[config.mk]
export PLATFORM = sky130hd
export DESIGN_NAME = websocket_frame_deframer_flat
export DESIGN_NICKNAME = d
export VERILOG_FILES = /design/src/sv/wsd_pkg.sv /design/src/sv/wsd_in_if.sv /design/src/sv/wsd_out_if.sv /design/src/sv/wsd_front.sv /design/src/sv/wsd_queue.sv /design/src/sv/wsd_back.sv /design/src/sv/websocket_frame_deframer.sv /design/src/flat_wrapper.sv
export SDC_FILE = /design/constraint.sdc
export NUM_CORES = 1
export LEC_CHECK = 0
export BUFFER_PORTS_ARGS = -buffer_cell sky130_fd_sc_hd__buf_2
export CELL_PAD_IN_SITES_DETAIL_PLACEMENT = 0
export CELL_PAD_IN_SITES_GLOBAL_PLACEMENT = 1
export CORE_ASPECT_RATIO = 1.4
export CORE_MARGIN = 2
export CORE_UTILIZATION = 54
export DETAILED_ROUTE_END_ITERATION = 8
export GPL_ROUTABILITY_DRIVEN = 0
export PLACE_DENSITY_LB_ADDON = 0.1
export SKIP_LAST_GASP = 1
export SYNTH_ARGS = -nofsm -noshare
export SYNTH_HDL_FRONTEND = slang
export SYNTH_SLANG_ARGS = --single-unit
[constraint.sdc]
create_clock -name clk -period 9.2 [get_ports clk]
set_input_delay 0.46 -clock clk [delete_from_list [all_inputs] [get_ports clk]]
set_output_delay 0.46 -clock clk [all_outputs]
set_load 0.1 [all_outputs]
[src/sv/wsd_pkg.sv]
// Shared types and constants of the WebSocket frame deframer.
`default_nettype none
package wsd_pkg;

	// Parser phase. The values follow the header byte order; MASK0..MASK3 take the key bytes.
	typedef enum logic [3:0] {
		PH_HDR0    = 4'd0,
		PH_HDR1    = 4'd1,
		PH_EXT_HI  = 4'd2,
		PH_EXT_LO  = 4'd3,
		PH_MASK0   = 4'd4,
		PH_MASK1   = 4'd5,
		PH_MASK2   = 4'd6,
		PH_MASK3   = 4'd7,
		PH_PAYLOAD = 4'd8,
		PH_DISCARD = 4'd9
	} phase_t;

	typedef enum logic [1:0] {
		ST_OK            = 2'd0,
		ST_PAYLOAD_TRUNC = 2'd1,
		ST_HEADER_TRUNC  = 2'd2,
		ST_LEN64         = 2'd3
	} status_t;

	localparam logic [3:0] OP_NONE  = 4'h0;
	localparam logic [3:0] OP_CLOSE = 4'h8;
	localparam logic [3:0] OP_PING  = 4'h9;
	localparam logic [3:0] OP_PONG  = 4'hA;

	localparam logic [6:0] LEN_CODE_EXT16 = 7'd126;
	localparam logic [6:0] LEN_CODE_EXT64 = 7'd127;

	// One result as the front end classifies it; the back end applies the mask.
	typedef struct packed {
		logic [7:0]  raw_byte;
		logic [7:0]  key_byte;
		logic        masked;
		logic        byte_valid;
		logic        last;
		logic [3:0]  frame_opcode;
		logic [15:0] payload_length;
		status_t     status;
		logic [3:0]  reply_opcode;
	} wsd_cmd_t;

	function automatic logic [3:0] reply_for(input logic [3:0] opcode);
		logic [3:0] r;
		r = OP_NONE;
		if (opcode == OP_CLOSE) begin
			r = OP_CLOSE;
		end else if (opcode == OP_PING) begin
			r = OP_PONG;
		end
		return r;
	endfunction

endpackage
`default_nettype wire

[src/sv/wsd_in_if.sv]
// Input byte channel of the WebSocket frame deframer.
`default_nettype none
interface wsd_in_if;
	logic       valid;
	logic       ready;
	logic [7:0] in_byte;
	logic       buffer_end;

	modport source(output valid, output in_byte, output buffer_end, input ready);
	modport sink(input valid, input in_byte, input buffer_end, output ready);
endinterface
`default_nettype wire

[src/sv/wsd_out_if.sv]
// Result channel of the WebSocket frame deframer.
`default_nettype none
interface wsd_out_if;
	logic        valid;
	logic        ready;
	logic [7:0]  data_byte;
	logic        byte_valid;
	logic        last;
	logic [3:0]  frame_opcode;
	logic [15:0] payload_length;
	logic [1:0]  status;
	logic [3:0]  reply_opcode;

	modport source(output valid, output data_byte, output byte_valid, output last,
		output frame_opcode, output payload_length, output status, output reply_opcode,
		input ready);
	modport sink(input valid, input data_byte, input byte_valid, input last,
		input frame_opcode, input payload_length, input status, input reply_opcode,
		output ready);
endinterface
`default_nettype wire

[src/sv/wsd_front.sv]
// Front end: header parser that turns each accepted byte into zero or one result command.
`default_nettype none
module wsd_front (
	input  wire logic         clk,
	input  wire logic         arst_n,
	wsd_in_if.sink            frame_in,
	input  wire logic         queue_full,
	output logic              push,
	output wsd_pkg::wsd_cmd_t cmd
);
	import wsd_pkg::*;

	phase_t      phase_q, phase_d;
	logic [3:0]  opcode_q, opcode_d;
	logic        masked_q, masked_d;
	logic [15:0] len_q, len_d;
	logic [15:0] count_q, count_d;
	logic [7:0]  key_q [4];

	logic        accept;
	logic        emit;
	logic [7:0]  b;
	logic        at_end;
	logic [6:0]  len7;
	logic [15:0] count_new;
	logic        fin;
	logic        hdr_complete;
	phase_t      done_phase;

	assign frame_in.ready = !queue_full;
	assign accept         = frame_in.valid && frame_in.ready;
	assign push           = accept && emit;
	assign b              = frame_in.in_byte;
	assign at_end         = frame_in.buffer_end;
	assign len7           = b[6:0];
	assign count_new      = count_q + 16'd1;
	assign fin            = (count_new >= len_q) || at_end;

	assign hdr_complete = ((phase_q == PH_HDR1) && (len7 < LEN_CODE_EXT16) && !b[7]) ||
		((phase_q == PH_EXT_LO) && !masked_q) || (phase_q == PH_MASK3);

	// Where the parser goes once the header is complete.
	assign done_phase = at_end ? PH_HDR0 : ((len_d == 16'd0) ? PH_DISCARD : PH_PAYLOAD);

	// Next values of the header fields.
	always_comb begin
		opcode_d = opcode_q;
		masked_d = masked_q;
		len_d    = len_q;
		count_d  = count_q;
		unique case (phase_q)
			PH_HDR1: begin
				masked_d = b[7];
				len_d    = (len7 >= LEN_CODE_EXT16) ? 16'd0 : {9'd0, len7};
			end
			PH_EXT_HI: len_d = {b, 8'd0};
			PH_EXT_LO: len_d = len_q | {8'd0, b};
			PH_MASK0, PH_MASK1, PH_MASK2, PH_MASK3: ;
			PH_PAYLOAD: count_d = count_new;
			PH_DISCARD: ;
			default: begin
				opcode_d = b[3:0];
				masked_d = 1'b0;
				len_d    = 16'd0;
				count_d  = 16'd0;
			end
		endcase
	end

	// Next phase.
	always_comb begin
		unique case (phase_q)
			PH_HDR1: begin
				if (len7 == LEN_CODE_EXT64) begin
					phase_d = at_end ? PH_HDR0 : PH_DISCARD;
				end else if (len7 == LEN_CODE_EXT16) begin
					phase_d = at_end ? PH_HDR0 : PH_EXT_HI;
				end else if (b[7]) begin
					phase_d = at_end ? PH_HDR0 : PH_MASK0;
				end else begin
					phase_d = done_phase;
				end
			end
			PH_EXT_HI: phase_d = at_end ? PH_HDR0 : PH_EXT_LO;
			PH_EXT_LO: begin
				if (masked_q) begin
					phase_d = at_end ? PH_HDR0 : PH_MASK0;
				end else begin
					phase_d = done_phase;
				end
			end
			PH_MASK0: phase_d = at_end ? PH_HDR0 : PH_MASK1;
			PH_MASK1: phase_d = at_end ? PH_HDR0 : PH_MASK2;
			PH_MASK2: phase_d = at_end ? PH_HDR0 : PH_MASK3;
			PH_MASK3: phase_d = done_phase;
			PH_PAYLOAD: begin
				if (fin) begin
					phase_d = at_end ? PH_HDR0 : PH_DISCARD;
				end else begin
					phase_d = PH_PAYLOAD;
				end
			end
			PH_DISCARD: phase_d = at_end ? PH_HDR0 : PH_DISCARD;
			default: phase_d = at_end ? PH_HDR0 : PH_HDR1;
		endcase
	end

	// Result command for the current byte.
	always_comb begin
		emit               = 1'b0;
		cmd.raw_byte       = 8'd0;
		cmd.key_byte       = 8'd0;
		cmd.masked         = 1'b0;
		cmd.byte_valid     = 1'b0;
		cmd.last           = 1'b1;
		cmd.frame_opcode   = opcode_d;
		cmd.payload_length = len_d;
		cmd.status         = ST_HEADER_TRUNC;
		cmd.reply_opcode   = OP_NONE;
		unique case (phase_q)
			PH_HDR1, PH_EXT_HI, PH_EXT_LO, PH_MASK0, PH_MASK1, PH_MASK2, PH_MASK3: begin
				if ((phase_q == PH_HDR1) && (len7 == LEN_CODE_EXT64)) begin
					emit       = 1'b1;
					cmd.status = ST_LEN64;
				end else if (hdr_complete) begin
					emit             = (len_d == 16'd0) || at_end;
					cmd.status       = (len_d == 16'd0) ? ST_OK : ST_PAYLOAD_TRUNC;
					cmd.reply_opcode = reply_for(opcode_d);
				end else begin
					emit = at_end;
				end
			end
			PH_PAYLOAD: begin
				emit           = 1'b1;
				cmd.raw_byte   = b;
				cmd.key_byte   = key_q[count_q[1:0]];
				cmd.masked     = masked_q;
				cmd.byte_valid = 1'b1;
				cmd.last       = fin;
				cmd.status     = (fin && (count_new < len_q)) ? ST_PAYLOAD_TRUNC : ST_OK;
				cmd.reply_opcode = fin ? reply_for(opcode_q) : OP_NONE;
			end
			PH_DISCARD: emit = 1'b0;
			default: emit = at_end;
		endcase
	end

	always_ff @(posedge clk or negedge arst_n) begin
		if (!arst_n) begin
			phase_q  <= PH_HDR0;
			opcode_q <= 4'd0;
			masked_q <= 1'b0;
			len_q    <= 16'd0;
			count_q  <= 16'd0;
		end else if (accept) begin
			phase_q  <= phase_d;
			opcode_q <= opcode_d;
			masked_q <= masked_d;
			len_q    <= len_d;
			count_q  <= count_d;
		end
	end

	// The key is read only after all four bytes of it have been written.
	always_ff @(posedge clk) begin
		if (accept) begin
			case (phase_q)
				PH_MASK0: key_q[0] <= b;
				PH_MASK1: key_q[1] <= b;
				PH_MASK2: key_q[2] <= b;
				PH_MASK3: key_q[3] <= b;
				default: ;
			endcase
		end
	end

endmodule
`default_nettype wire

[src/sv/wsd_queue.sv]
// Short command queue between the parser and the unmask stage.
`default_nettype none
module wsd_queue #(
	parameter int DEPTH = 2
) (
	input  wire logic              clk,
	input  wire logic              arst_n,
	input  wire logic              push,
	input  wire wsd_pkg::wsd_cmd_t push_cmd,
	output logic                   full,
	input  wire logic              pop,
	output logic                   not_empty,
	output wsd_pkg::wsd_cmd_t      head_cmd
);
	import wsd_pkg::*;

	localparam int PTR_W = (DEPTH > 1) ? $clog2(DEPTH) : 1;
	localparam int CNT_W = $clog2(DEPTH + 1);
	localparam logic [PTR_W-1:0] LAST_PTR = PTR_W'(DEPTH - 1);

	wsd_cmd_t         entry_q [DEPTH];
	logic [PTR_W-1:0] wr_ptr_q, rd_ptr_q;
	logic [CNT_W-1:0] count_q;

	assign full      = (count_q == CNT_W'(DEPTH));
	assign not_empty = (count_q != '0);
	assign head_cmd  = entry_q[rd_ptr_q];

	always_ff @(posedge clk) begin
		if (push) begin
			entry_q[wr_ptr_q] <= push_cmd;
		end
	end

	always_ff @(posedge clk or negedge arst_n) begin
		if (!arst_n) begin
			wr_ptr_q <= '0;
			rd_ptr_q <= '0;
			count_q  <= '0;
		end else begin
			if (push) begin
				wr_ptr_q <= (wr_ptr_q == LAST_PTR) ? '0 : wr_ptr_q + PTR_W'(1);
			end
			if (pop) begin
				rd_ptr_q <= (rd_ptr_q == LAST_PTR) ? '0 : rd_ptr_q + PTR_W'(1);
			end
			if (push && !pop) begin
				count_q <= count_q + CNT_W'(1);
			end else if (pop && !push) begin
				count_q <= count_q - CNT_W'(1);
			end
		end
	end

	a_no_overflow: assert property (@(posedge clk) disable iff (!arst_n)
		push |-> (!full || pop))
		else $error("queue written while full");

	a_no_underflow: assert property (@(posedge clk) disable iff (!arst_n)
		pop |-> not_empty)
		else $error("queue read while empty");

endmodule
`default_nettype wire

[src/sv/wsd_back.sv]
// Back end: applies the mask key and holds the result in the output register.
`default_nettype none
module wsd_back (
	input  wire logic              clk,
	input  wire logic              arst_n,
	input  wire logic              not_empty,
	input  wire wsd_pkg::wsd_cmd_t head_cmd,
	output logic                   pop,
	wsd_out_if.source              result_out
);
	import wsd_pkg::*;

	logic        valid_q;
	logic [7:0]  data_q;
	logic        byte_valid_q;
	logic        last_q;
	logic [3:0]  opcode_q;
	logic [15:0] length_q;
	logic [1:0]  status_q;
	logic [3:0]  reply_q;

	assign pop = not_empty && (!valid_q || result_out.ready);

	always_ff @(posedge clk or negedge arst_n) begin
		if (!arst_n) begin
			valid_q <= 1'b0;
		end else if (pop) begin
			valid_q <= 1'b1;
		end else if (result_out.ready) begin
			valid_q <= 1'b0;
		end
	end

	always_ff @(posedge clk) begin
		if (pop) begin
			data_q       <= (head_cmd.masked && head_cmd.byte_valid) ?
				(head_cmd.raw_byte ^ head_cmd.key_byte) : head_cmd.raw_byte;
			byte_valid_q <= head_cmd.byte_valid;
			last_q       <= head_cmd.last;
			opcode_q     <= head_cmd.frame_opcode;
			length_q     <= head_cmd.payload_length;
			status_q     <= head_cmd.status;
			reply_q      <= head_cmd.reply_opcode;
		end
	end

	assign result_out.valid          = valid_q;
	assign result_out.data_byte      = data_q;
	assign result_out.byte_valid     = byte_valid_q;
	assign result_out.last           = last_q;
	assign result_out.frame_opcode   = opcode_q;
	assign result_out.payload_length = length_q;
	assign result_out.status         = status_q;
	assign result_out.reply_opcode   = reply_q;

endmodule
`default_nettype wire

[src/sv/websocket_frame_deframer.sv]
// Top level of the WebSocket frame deframer: parser, command queue and unmask stage.
//
// The block takes one received byte per transaction on frame_in, with buffer_end marking
// the last byte of a buffer, and sustains one byte per clock cycle in both directions
// while results are taken. The parser reads the header (opcode, mask bit, 7-bit length,
// optional 16-bit extended length, four mask key bytes) and, for each payload byte, hands
// a command to a short queue; the back stage unmasks the byte with the key and presents it
// on result_out through its output register. The parser keeps accepting bytes while a
// result waits to be taken until the QUEUE_DEPTH entry queue fills. Header bytes give no
// result unless the header completes with an empty payload, holds the 64-bit length code
// or the buffer ends inside it. The last result of a frame carries the status (ok, payload
// truncated, header truncated, 64-bit length unsupported) and the reply opcode: close for a
// close frame and pong for a ping frame. Bytes after a finished frame are dropped until
// buffer_end, after which the next byte starts a new frame.
`default_nettype none
module websocket_frame_deframer #(
	parameter int QUEUE_DEPTH = 2
) (
	input  wire logic clk,
	input  wire logic arst_n,
	wsd_in_if.sink    frame_in,
	wsd_out_if.source result_out
);
	import wsd_pkg::*;

	// Commands from the parser to the queue, and from the queue head to the back stage.
	wsd_cmd_t front_cmd;
	wsd_cmd_t head_cmd;
	logic     push;
	logic     pop;
	logic     queue_full;
	logic     queue_not_empty;

	// The parser stalls only when the queue is full.
	wsd_front u_front (
		.clk        (clk),
		.arst_n     (arst_n),
		.frame_in   (frame_in),
		.queue_full (queue_full),
		.push       (push),
		.cmd        (front_cmd)
	);

	wsd_queue #(
		.DEPTH (QUEUE_DEPTH)
	) u_queue (
		.clk       (clk),
		.arst_n    (arst_n),
		.push      (push),
		.push_cmd  (front_cmd),
		.full      (queue_full),
		.pop       (pop),
		.not_empty (queue_not_empty),
		.head_cmd  (head_cmd)
	);

	// The back stage drains the queue whenever its output register is free or being taken.
	wsd_back u_back (
		.clk        (clk),
		.arst_n     (arst_n),
		.not_empty  (queue_not_empty),
		.head_cmd   (head_cmd),
		.pop        (pop),
		.result_out (result_out)
	);

	// A result that does not end the frame is always a payload byte.
	a_mid_is_payload: assert property (@(posedge clk) disable iff (!arst_n)
		(result_out.valid && !result_out.last) |-> result_out.byte_valid)
		else $error("non-final result without a payload byte");

	// Only the final result of a frame carries a status or a reply.
	a_status_on_last: assert property (@(posedge clk) disable iff (!arst_n)
		(result_out.valid && ((result_out.status != ST_OK) ||
		(result_out.reply_opcode != OP_NONE))) |-> result_out.last)
		else $error("status or reply on a non-final result");

	// Header failures never come with a reply.
	a_no_reply_on_fail: assert property (@(posedge clk) disable iff (!arst_n)
		(result_out.valid && ((result_out.status == ST_HEADER_TRUNC) ||
		(result_out.status == ST_LEN64))) |-> (result_out.reply_opcode == OP_NONE))
		else $error("reply given on a failed header");

	// The unsupported length code reports no length.
	a_len64_zero: assert property (@(posedge clk) disable iff (!arst_n)
		(result_out.valid && (result_out.status == ST_LEN64)) |->
		(result_out.payload_length == 16'd0 && !result_out.byte_valid))
		else $error("64-bit length result with length or data");

endmodule
`default_nettype wire
[src/flat_wrapper.sv]
// flat-port wrapper written by rule: the top's interface ports become plain ports
module websocket_frame_deframer_flat import wsd_pkg::*;
#(
	parameter int QUEUE_DEPTH = 2
)
  (clk, arst_n, frame_in_valid, frame_in_in_byte, frame_in_buffer_end, frame_in_ready, result_out_valid, result_out_data_byte, result_out_byte_valid, result_out_last, result_out_frame_opcode, result_out_payload_length, result_out_status, result_out_reply_opcode, result_out_ready);
  wsd_in_if frame_in_i ();
  wsd_out_if result_out_i ();
  input  wire logic clk;
  input  wire logic arst_n;
  input wire logic [$bits(frame_in_i.valid)-1:0] frame_in_valid;
  input wire logic [$bits(frame_in_i.in_byte)-1:0] frame_in_in_byte;
  input wire logic [$bits(frame_in_i.buffer_end)-1:0] frame_in_buffer_end;
  output wire logic [$bits(frame_in_i.ready)-1:0] frame_in_ready;
  output wire logic [$bits(result_out_i.valid)-1:0] result_out_valid;
  output wire logic [$bits(result_out_i.data_byte)-1:0] result_out_data_byte;
  output wire logic [$bits(result_out_i.byte_valid)-1:0] result_out_byte_valid;
  output wire logic [$bits(result_out_i.last)-1:0] result_out_last;
  output wire logic [$bits(result_out_i.frame_opcode)-1:0] result_out_frame_opcode;
  output wire logic [$bits(result_out_i.payload_length)-1:0] result_out_payload_length;
  output wire logic [$bits(result_out_i.status)-1:0] result_out_status;
  output wire logic [$bits(result_out_i.reply_opcode)-1:0] result_out_reply_opcode;
  input wire logic [$bits(result_out_i.ready)-1:0] result_out_ready;
  assign frame_in_i.valid = frame_in_valid;
  assign frame_in_i.in_byte = frame_in_in_byte;
  assign frame_in_i.buffer_end = frame_in_buffer_end;
  assign frame_in_ready = frame_in_i.ready;
  assign result_out_valid = result_out_i.valid;
  assign result_out_data_byte = result_out_i.data_byte;
  assign result_out_byte_valid = result_out_i.byte_valid;
  assign result_out_last = result_out_i.last;
  assign result_out_frame_opcode = result_out_i.frame_opcode;
  assign result_out_payload_length = result_out_i.payload_length;
  assign result_out_status = result_out_i.status;
  assign result_out_reply_opcode = result_out_i.reply_opcode;
  assign result_out_i.ready = result_out_ready;
  websocket_frame_deframer #(.QUEUE_DEPTH(QUEUE_DEPTH)) u_core (.clk(clk), .arst_n(arst_n), .frame_in(frame_in_i), .result_out(result_out_i));
endmodule
==> impl_metrics.py, run 1 <==
metrics = {
    "cts": {
        "clk_pin_slew_worst_paths_ns": 0.07,
        "cts-root-buf": "clkbuf_16",
        "clock_latency_ns": 0.43,
        "clock-sinks": 198,
        "cts_resized": 0,
        "htree_num_levels": 4,
        "cts_tree": "done",
        "clk_path_buf_depth": 2,
        "cts_setup_buffers": 0,
        "cts_made_buffers": 17,
        "cts_hold_buf": 0,
    },
    "global_routing": {
        "grt_pass1_wl_um": 28300,
        "grt_max_degree": 47,
        "use_met2_pct": 38.4,
        "grtUsageMet1_pct": 25.8,
        "grt_busiest_layer": "met2",
        "grt_pass1_vias": 5441,
        "grt.overflow.total": 0,
        "grt_antenna_before_repair": 0,
        "grt_use_met3_pct": 3.64,
        "grtUsageTotal_pct": 21.3,
    },
    "routing": {
        "wire_per_inst_um": 19.0,
        "route.detailed.drc": 0,
        "ant_nets": 0,
        "drt-total-wl_um": 17600,
        "drt_iter0_drc": 506,
        "drtPass1Iterations": 5,
        "viasPerCell": 5.78,
        "dr_total_vias": 5340,
    },
    "floorplan": {
        "rows": 55,
        "dieArea_um2": 17300,
        "start_util_pct": 54.6,
        "fp.dieW_um": 112,
        "die_h_um": 155,
        "core_um2": 16000,
        "pin_count": 51,
    },
    "critical_path": {
        "crit_fanout": 14,
        "worstPathArrival_ns": 4.60,
        "criticalPathCategory": "flip-flop to flip-flop",
        "end_kind": "flip-flop",
        "cp_cell_sequence": "ha_1 > nand3_1 > nor4_1 > and3_1 > xor2_1 > ha_1 > o21a_1 > o2111ai_1 > o311a_1 > nand3b_1 > nor3b_1 > or3_1",
        "start_kind": "flip-flop",
        "worst_path_max_delay_cell": "dfrtp_1",
        "cp.required_ns": 9.36,
        "crit_top_cell": "ha_1",
        "cp_slowest_stage_delay_ns": 0.80,
    },
    "cells_and_area": {
        "layout.cells.non_filler": 924,
        "syn_to_final_growth_pct": 11.7,
        "drive_above_1_share_pct": 18.8,
        "nNetsFinal": 743,
        "diodes": 0,
    },
    "power": {
        "p_per_area_nw_per_um2": 353,
        "power.leakage_nw": 3.74,
        "ir_drop_mv": 0.304,
    },
    "sta": {
        "finalSetupViolCount": 0,
        "tns_ns": 0,
        "slew-limit-headroom_pct": 20.7,
        "finalMaxSlewViolations": 0,
        "fmax_ghz": 0.225,
        "post-route-period-util_pct": 48.2,
        "hold_viol": 0,
        "worstMarginPinSlew_ns": 1.18,
        "fin_skew_ns": 0.00974,
        "min_period_ns": 4.44,
        "grt_setup_unrepaired": "no",
    },
    "synth": {
        "yosys_register_bits": 198,
        "synth_top_area_share_pct": 52.2,
        "synth_area_leader_cell": "edfxtp_1",
        "ys_seq_area_share_pct": 65.3,
        "syn_avg_cell_area_um2": 13.1,
        "yosysWarnings": 0,
        "syn_inst": 666,
        "synth_edf_count": 152,
        "synth_area_leaders": "edfxtp_1 52%, dfrtp_1 13%, mux2_2 3.5%",
        "ys.flop_type": "edfxtp_1",
        "ys_types": 63,
        "async_flop_share_pct": 23.2,
        "synth_area_um2": 8750,
    },
    "place": {
        "placed_cells": 892,
        "port_buffers": 48,
        "hpwl_um": 12000,
    },
    "job": {
        "cap_violations": 0,
    },
    "worst_hold_path": {
        "hold_class": "input port to asynchronous set/reset pin",
    },
    "outcome": {
        "status": "completed",
    },
}
==> synthesized netlist by cell type (3+ instances only) <==
library cell,n
clkbuf_1,13
nand2b_1,8
nand3_1,7
nand2_1,79
xor2_1,18
a32oi_1,3
dfrtp_1,46
nor2_1,40
o31ai_1,6
buf_2,5
o32a_1,4
and2_1,18
inv_1,31
edfxtp_1,152
a22o_1,9
o21a_1,5
nor4_1,5
a22oi_1,3
o22ai_1,5
or3_1,4
buf_1,7
nand4_1,5
o21ai_0,50
nor3_1,6
a211oi_1,3
ha_1,18
mux2_2,27
mux4_2,8
and3_1,7
a21oi_1,15
xnor2_1,17
==> cell type report <==
type / instances / area [um2]
multi-input cells: 407 / 2790
repair buffers: 55 / 293
inverters: 33 / 124
clock buffers: 17 / 425
well taps: 199 / 249
fillers: 1251 / 6260
flip-flops and latches: 198 / 5720
clock inverters: 15 / 171
==> cells in the final DEF, fill, tap and decap left out, types with 6 or more instances in the layout <==
cell,count
a21oi_1,15
a22o_1,9
and2_1,18
and3_1,7
buf_2,48
buf_4,7
clkbuf_16,17
dfrtp_1,46
edfxtp_1,152
ha_1,18
inv_1,31
mux2_2,27
mux4_2,8
nand2_1,79
nand2b_1,8
nand3_1,7
nor2_1,38
nor3_1,6
o21ai_0,50
o31ai_1,6
xnor2_1,17
xor2_1,18
==> where the power goes <==
part / leakage [nW] / switching, mW / internal (mW) / total, mW
Clock: 0.291 / 0.350 / 0.390 / 0.740
Sequential: 2.03 / 0.106 / 1.25 / 1.35
Combinational: 1.42 / 1.04 / 0.324 / 1.36
Total: 3.74 / 1.49 / 1.96 / 3.45
==> worst paths after layout <==
check | from | end | slack (ns) | cells after the start
min in group clk | result_out_ready | u_core.u_back.result_out.valid$_DFFE_PN0P_ | 0.29 | 3
setup reg to reg | u_core.u_front.count_q[0]$_DFFE_PN0P_ | u_core.u_queue.entry_q[0][4]$_DFFE_PP_ | 4.76 | 12
setup / recovery | u_core.u_front.count_q[0]$_DFFE_PN0P_ | u_core.u_queue.entry_q[0][4]$_DFFE_PP_ | 4.76 | 12
hold reg to reg | u_core.u_back.result_out.valid$_DFFE_PN0P_ | u_core.u_back.result_out.valid$_DFFE_PN0P_ | 0.49 | 2
max in group asynchronous | arst_n | u_core.u_front.count_q[0]$_DFFE_PN0P_ | 8.62 | 2
hold / removal | arst_n | u_core.u_queue.count_q[1]$_DFFE_PN0P_ | 0.13 | 2
==> kinds of logic after synthesis <==
kind of cell    share of synthesized area (%)
other cells                            0.0428
mux                                      5.82
xor+xnor                                 3.50
buf+inv                                  2.99
fa+ha+maj                                2.57
compound gates                           9.25
simple gates                             10.5
flops                                    65.3
==> per-layer routing <==
layer,wire [um],vias to the layer above
met3,536,28
met4,449,0
met1,7340,2658
li1,-,2532
met5,0,-
met2,9270,122
==> state kept, by name, summed over array words and instances, names as in the netlist, 4 cells and up <==
name and cells:
u_core.u_back.result_out.payload_length 16, u_core.u_front.len_q 16, u_core.u_back.result_out.frame_opcode 4, u_core.u_back.result_out.data_byte 8
u_core.u_front.count_q 16, u_core.u_front.phase_q 4, u_core.u_front.opcode_q 4, u_core.u_front.key_q 32
u_core.u_queue.entry_q 86
==> per-stage QoR <==
stage | hold slack [ns] | utilization [%] | instance area (um2) | total power [mW] | setup WS, ns
final | 0.128 | 60.9 | 9770 | 3.45 | 4.76
after global routing | 0.177 | 60.9 | 9770 | 3.62 | 4.38
after CTS | 0.143 | 60.9 | 9770 | 3.48 | 4.73
after detailed placement | 0.481 | 57.2 | 9180 | 2.74 | 4.75
after global placement | 0.475 | 57.2 | 9180 | 2.71 | 4.91
after floorplan | 0.164 | - | 8760 | 2.47 | 4.93
==> critical path, delay by kind of cell, from the launching register on <==
| kind | cells | cell delay, ns |
|---|---|---|
| AND/OR/NAND/NOR | 6 | 1.95 |
| flip-flops | 1 | 0.80 |
| adder cells (fa/ha/maj) | 2 | 0.62 |
| AO/OA/AOI/OAI | 3 | 0.60 |
| XOR/XNOR | 1 | 0.21 |
Note: power is estimated with default switching activity, not from simulation.
==> inputs of run 2 (changes only) <==
Settings changed: ABC_AREA from default to 1, CORE_UTILIZATION 54 to 48.
Clock period 9.2 ns to 4.65 ns, I/O delays scaled along.
==> run 2 against run 1 <==
Net effect:
- the flow now finishes with violations (negative hold slack)
- clock power grew 96%
- largest power group unchanged
- register-to-register slack lost 4.0 ns
- highest routed layer unchanged
- critical path type unchanged
- core utilization shrank 6.1 points
==> impl_metrics.py, run 2 <==
metrics = {
    "floorplan": {
        "dieArea_um2": 19100,
        "pin_count": 51,
        "fp.dieW_um": 117,
        "start_util_pct": 48.5,
        "rows": 58,
        "core_um2": 17900,
        "die_h_um": 163,
    },
    "routing": {
        "drt_iter0_drc": 405,
        "wire_per_inst_um": 15.9,
        "drt-total-wl_um": 17800,
        "ant_nets": 0,
        "route.detailed.drc": 0,
        "drtPass1Iterations": 6,
        "viasPerCell": 5.10,
        "dr_total_vias": 5736,
    },
    "cts": {
        "cts-root-buf": "clkbuf_16",
        "clk_pin_slew_worst_paths_ns": 0.08,
        "cts_tree": "done",
        "htree_num_levels": 4,
        "cts_made_buffers": 17,
        "clock-sinks": 198,
        "clk_path_buf_depth": 2,
        "clock_latency_ns": 0.43,
    },
    "cells_and_area": {
        "drive_above_1_share_pct": 12.7,
        "top_regs": "u_core.u_queue.entry_q x86, u_core.u_front.key_q x32",
        "final_common_cell": "nand2_1",
        "fillCellCount": 1595,
        "multi_input_area_um2": 2570,
        "final-seq-area_um2": 5720,
        "diodes": 0,
        "syn_to_final_growth_pct": 13.1,
        "final_cell_mix": "215 x nand2_1, 152 x edfxtp_1, 76 x nor2_1",
        "nNetsFinal": 903,
        "largest_reg_flops": 86,
        "stdcell_area_um2": 9790,
        "final_util_pct": 54.8,
        "largest_register": "u_core.u_queue.entry_q",
    },
    "global_routing": {
        "grt_antenna_before_repair": 0,
        "grt_max_degree": 47,
        "grt_pass1_wl_um": 29100,
        "grtUsageTotal_pct": 19.8,
        "grt.overflow.total": 0,
        "grt_pass1_vias": 5688,
    },
    "critical_path": {
        "cp_slowest_stage_delay_ns": 0.72,
        "end_kind": "flip-flop",
        "crit_fanout": 20,
        "crit_family": "simple AND/OR/NAND/NOR gates",
        "worst_path_max_delay_cell": "dfrtp_1",
        "r2r_setup_slack_ns": 0.78,
        "worstPathArrival_ns": 4.04,
        "path_buf_inv": 4,
        "criticalPathCategory": "flip-flop to flip-flop",
        "cp.required_ns": 4.82,
        "start_kind": "flip-flop",
        "crit_top_cell": "inv_1",
        "cp_cell_sequence": "ha_1 > nand2_1 > nor3_1 > nand2_1 > nor2_1 > inv_1 > nor3_1 > nand2_1 > xor2_1 > inv_1 > ha_1 > nand4_1 > inv_1 > a21oi_1 > nand3_1 > nor2_1 > inv_1 > nand3_1 > o21ai_0",
    },
    "synth": {
        "synth_area_leader_cell": "edfxtp_1",
        "async_flop_share_pct": 23.2,
        "ys_types": 34,
        "synth_area_um2": 8650,
        "yosysMostFrequentCell": "nand2_1",
        "yosys_register_bits": 198,
        "syn_inst": 815,
        "synth_common_cells": "215 x nand2_1, 152 x edfxtp_1, 77 x nor2_1",
        "synth_top_area_share_pct": 52.7,
        "syn_avg_cell_area_um2": 10.6,
        "yosysWarnings": 0,
        "synth_edf_count": 152,
        "synth_area_leaders": "edfxtp_1 53%, dfrtp_1 13%, nand2_1 9.3%",
        "ys.flop_type": "edfxtp_1",
        "ys_seq_area_share_pct": 66.0,
    },
    "place": {
        "post_dp_cell_area_um2": 9200,
        "port_buffers": 48,
        "hpwl_um": 12300,
    },
    "sta": {
        "worst_hold_slack_ns": -0.00760,
        "worstMarginPinSlew_ns": 1.17,
        "min_period_ns": 3.87,
        "finalMaxSlewViolations": 0,
        "slew-limit-headroom_pct": 21.5,
        "tns_ns": 0,
        "hold_viol": 10,
        "fmax_ghz": 0.259,
        "fin_skew_ns": 0.0102,
        "grt_setup_unrepaired": "no",
        "post-route-period-util_pct": 83.2,
        "finalSetupViolCount": 0,
    },
    "job": {
        "cap_violations": 0,
    },
    "power": {
        "ir_drop_mv": 0.268,
        "p_per_area_nw_per_um2": 699,
        "design_power_total_mw": 6.84,
        "power.leakage_nw": 4.09,
    },
    "worst_hold_path": {
        "hold_class": "input port to asynchronous set/reset pin",
    },
    "outcome": {
        "violations": "negative hold slack",
        "status": "complete, but fails checks",
    },
}
[run 2: routing by layer]
metal	wire length [um]	vias to the layer above	share of wire [%]	track usage, %
met5	0	-	0	0
met4	367	0	2.1	7.17
met3	588	28	3.3	3.43
met2	8830	124	49	33.6
met1	8050	2738	45	25.8
li1	-	2846	-	-
[run 2: per-stage QoR]
| stage | instances | worst slack (ns) |
|---|---|---|
| 2_1_floorplan | 816 | 0.549 |
| 3_3_place_gp | 1092 | 1.03 |
| 3_5_place_dp | 1092 | 0.820 |
| 4_1_cts | 1125 | 0.776 |
| 5_1_grt | 1125 | 0.420 |
| 6_report | 1125 | 0.782 |
[run 2: worst register-to-register path, cell delays in order (launching register included)]
cell     delay (ns)
dfrtp_1        0.72
ha_1           0.28
nand2_1        0.09
nor3_1         0.25
nand2_1        0.14
nor2_1         0.11
inv_1          0.07
nor3_1         0.22
nand2_1        0.12
xor2_1         0.19
inv_1          0.07
ha_1           0.29
nand4_1        0.12
inv_1          0.06
a21oi_1        0.24
nand3_1        0.17
nor2_1         0.21
inv_1          0.07
nand3_1        0.09
o21ai_0        0.11
[run 2: cell families (layout without fill, tap and decap cells)]
group,Yosys count,in the layout,share of synthesized area [%]
AO/OA/AOI/OAI,118,118,7.11
XOR/XNOR,21,21,2.13
adder cells (fa/ha/maj),18,18,2.60
buffers and inverters,101,170,4.51
flip-flops,198,198,66.0
multiplexers,8,8,0.925
other,1,2,0.0433
AND/OR/NAND/NOR,350,350,16.6
[run 2: report_power, final]
| group | switching [mW] | leakage (nW) | internal (mW) | total [mW] |
|---|---|---|---|---|
| logic | 2.24 | 1.77 | 0.498 | 2.74 |
| registers | 0.177 | 2.04 | 2.48 | 2.66 |
| clock network | 0.686 | 0.286 | 0.762 | 1.45 |
| total | 3.10 | 4.09 | 3.74 | 6.84 |
[run 2: worst paths after layout]
check | cells after the start | to | start
setup reg to reg | 19 | u_core.u_queue.entry_q[0][3]$_DFFE_PP_ | u_core.u_front.count_q[0]$_DFFE_PN0P_
min in group clk | 2 | u_core.u_front.phase_q[0]$_DFFE_PN0P_ | frame_in_buffer_end
hold / removal | 1 | u_core.u_front.count_q[15]$_DFFE_PN0P_ | arst_n
setup / recovery | 19 | u_core.u_queue.entry_q[0][3]$_DFFE_PP_ | u_core.u_front.count_q[0]$_DFFE_PN0P_
hold reg to reg | 1 | u_core.u_queue.count_q[0]$_DFFE_PN0P_ | u_core.u_queue.count_q[0]$_DFFE_PN0P_
max in group asynchronous | 1 | u_core.u_front.phase_q[2]$_DFFE_PN0P_ | arst_n
[run 2: area by class of cell]
cell class,count,share of cell area (%)
Sequential cell,198,58.4
Multi-Input combinational cell,517,26.3
Clock buffer,17,4.35
Timing Repair Buffer,58,3.25
Inverter,80,3.07
Tap cell,240,3.07
Clock inverter,15,1.61
[run 2: repair_timing]
item                                   in CTS  in global routing
hold buffers                                1                  0
setup buffers                               0                  0
endpoints found under the hold margin       1                  0
gates resized for setup                     0                  0
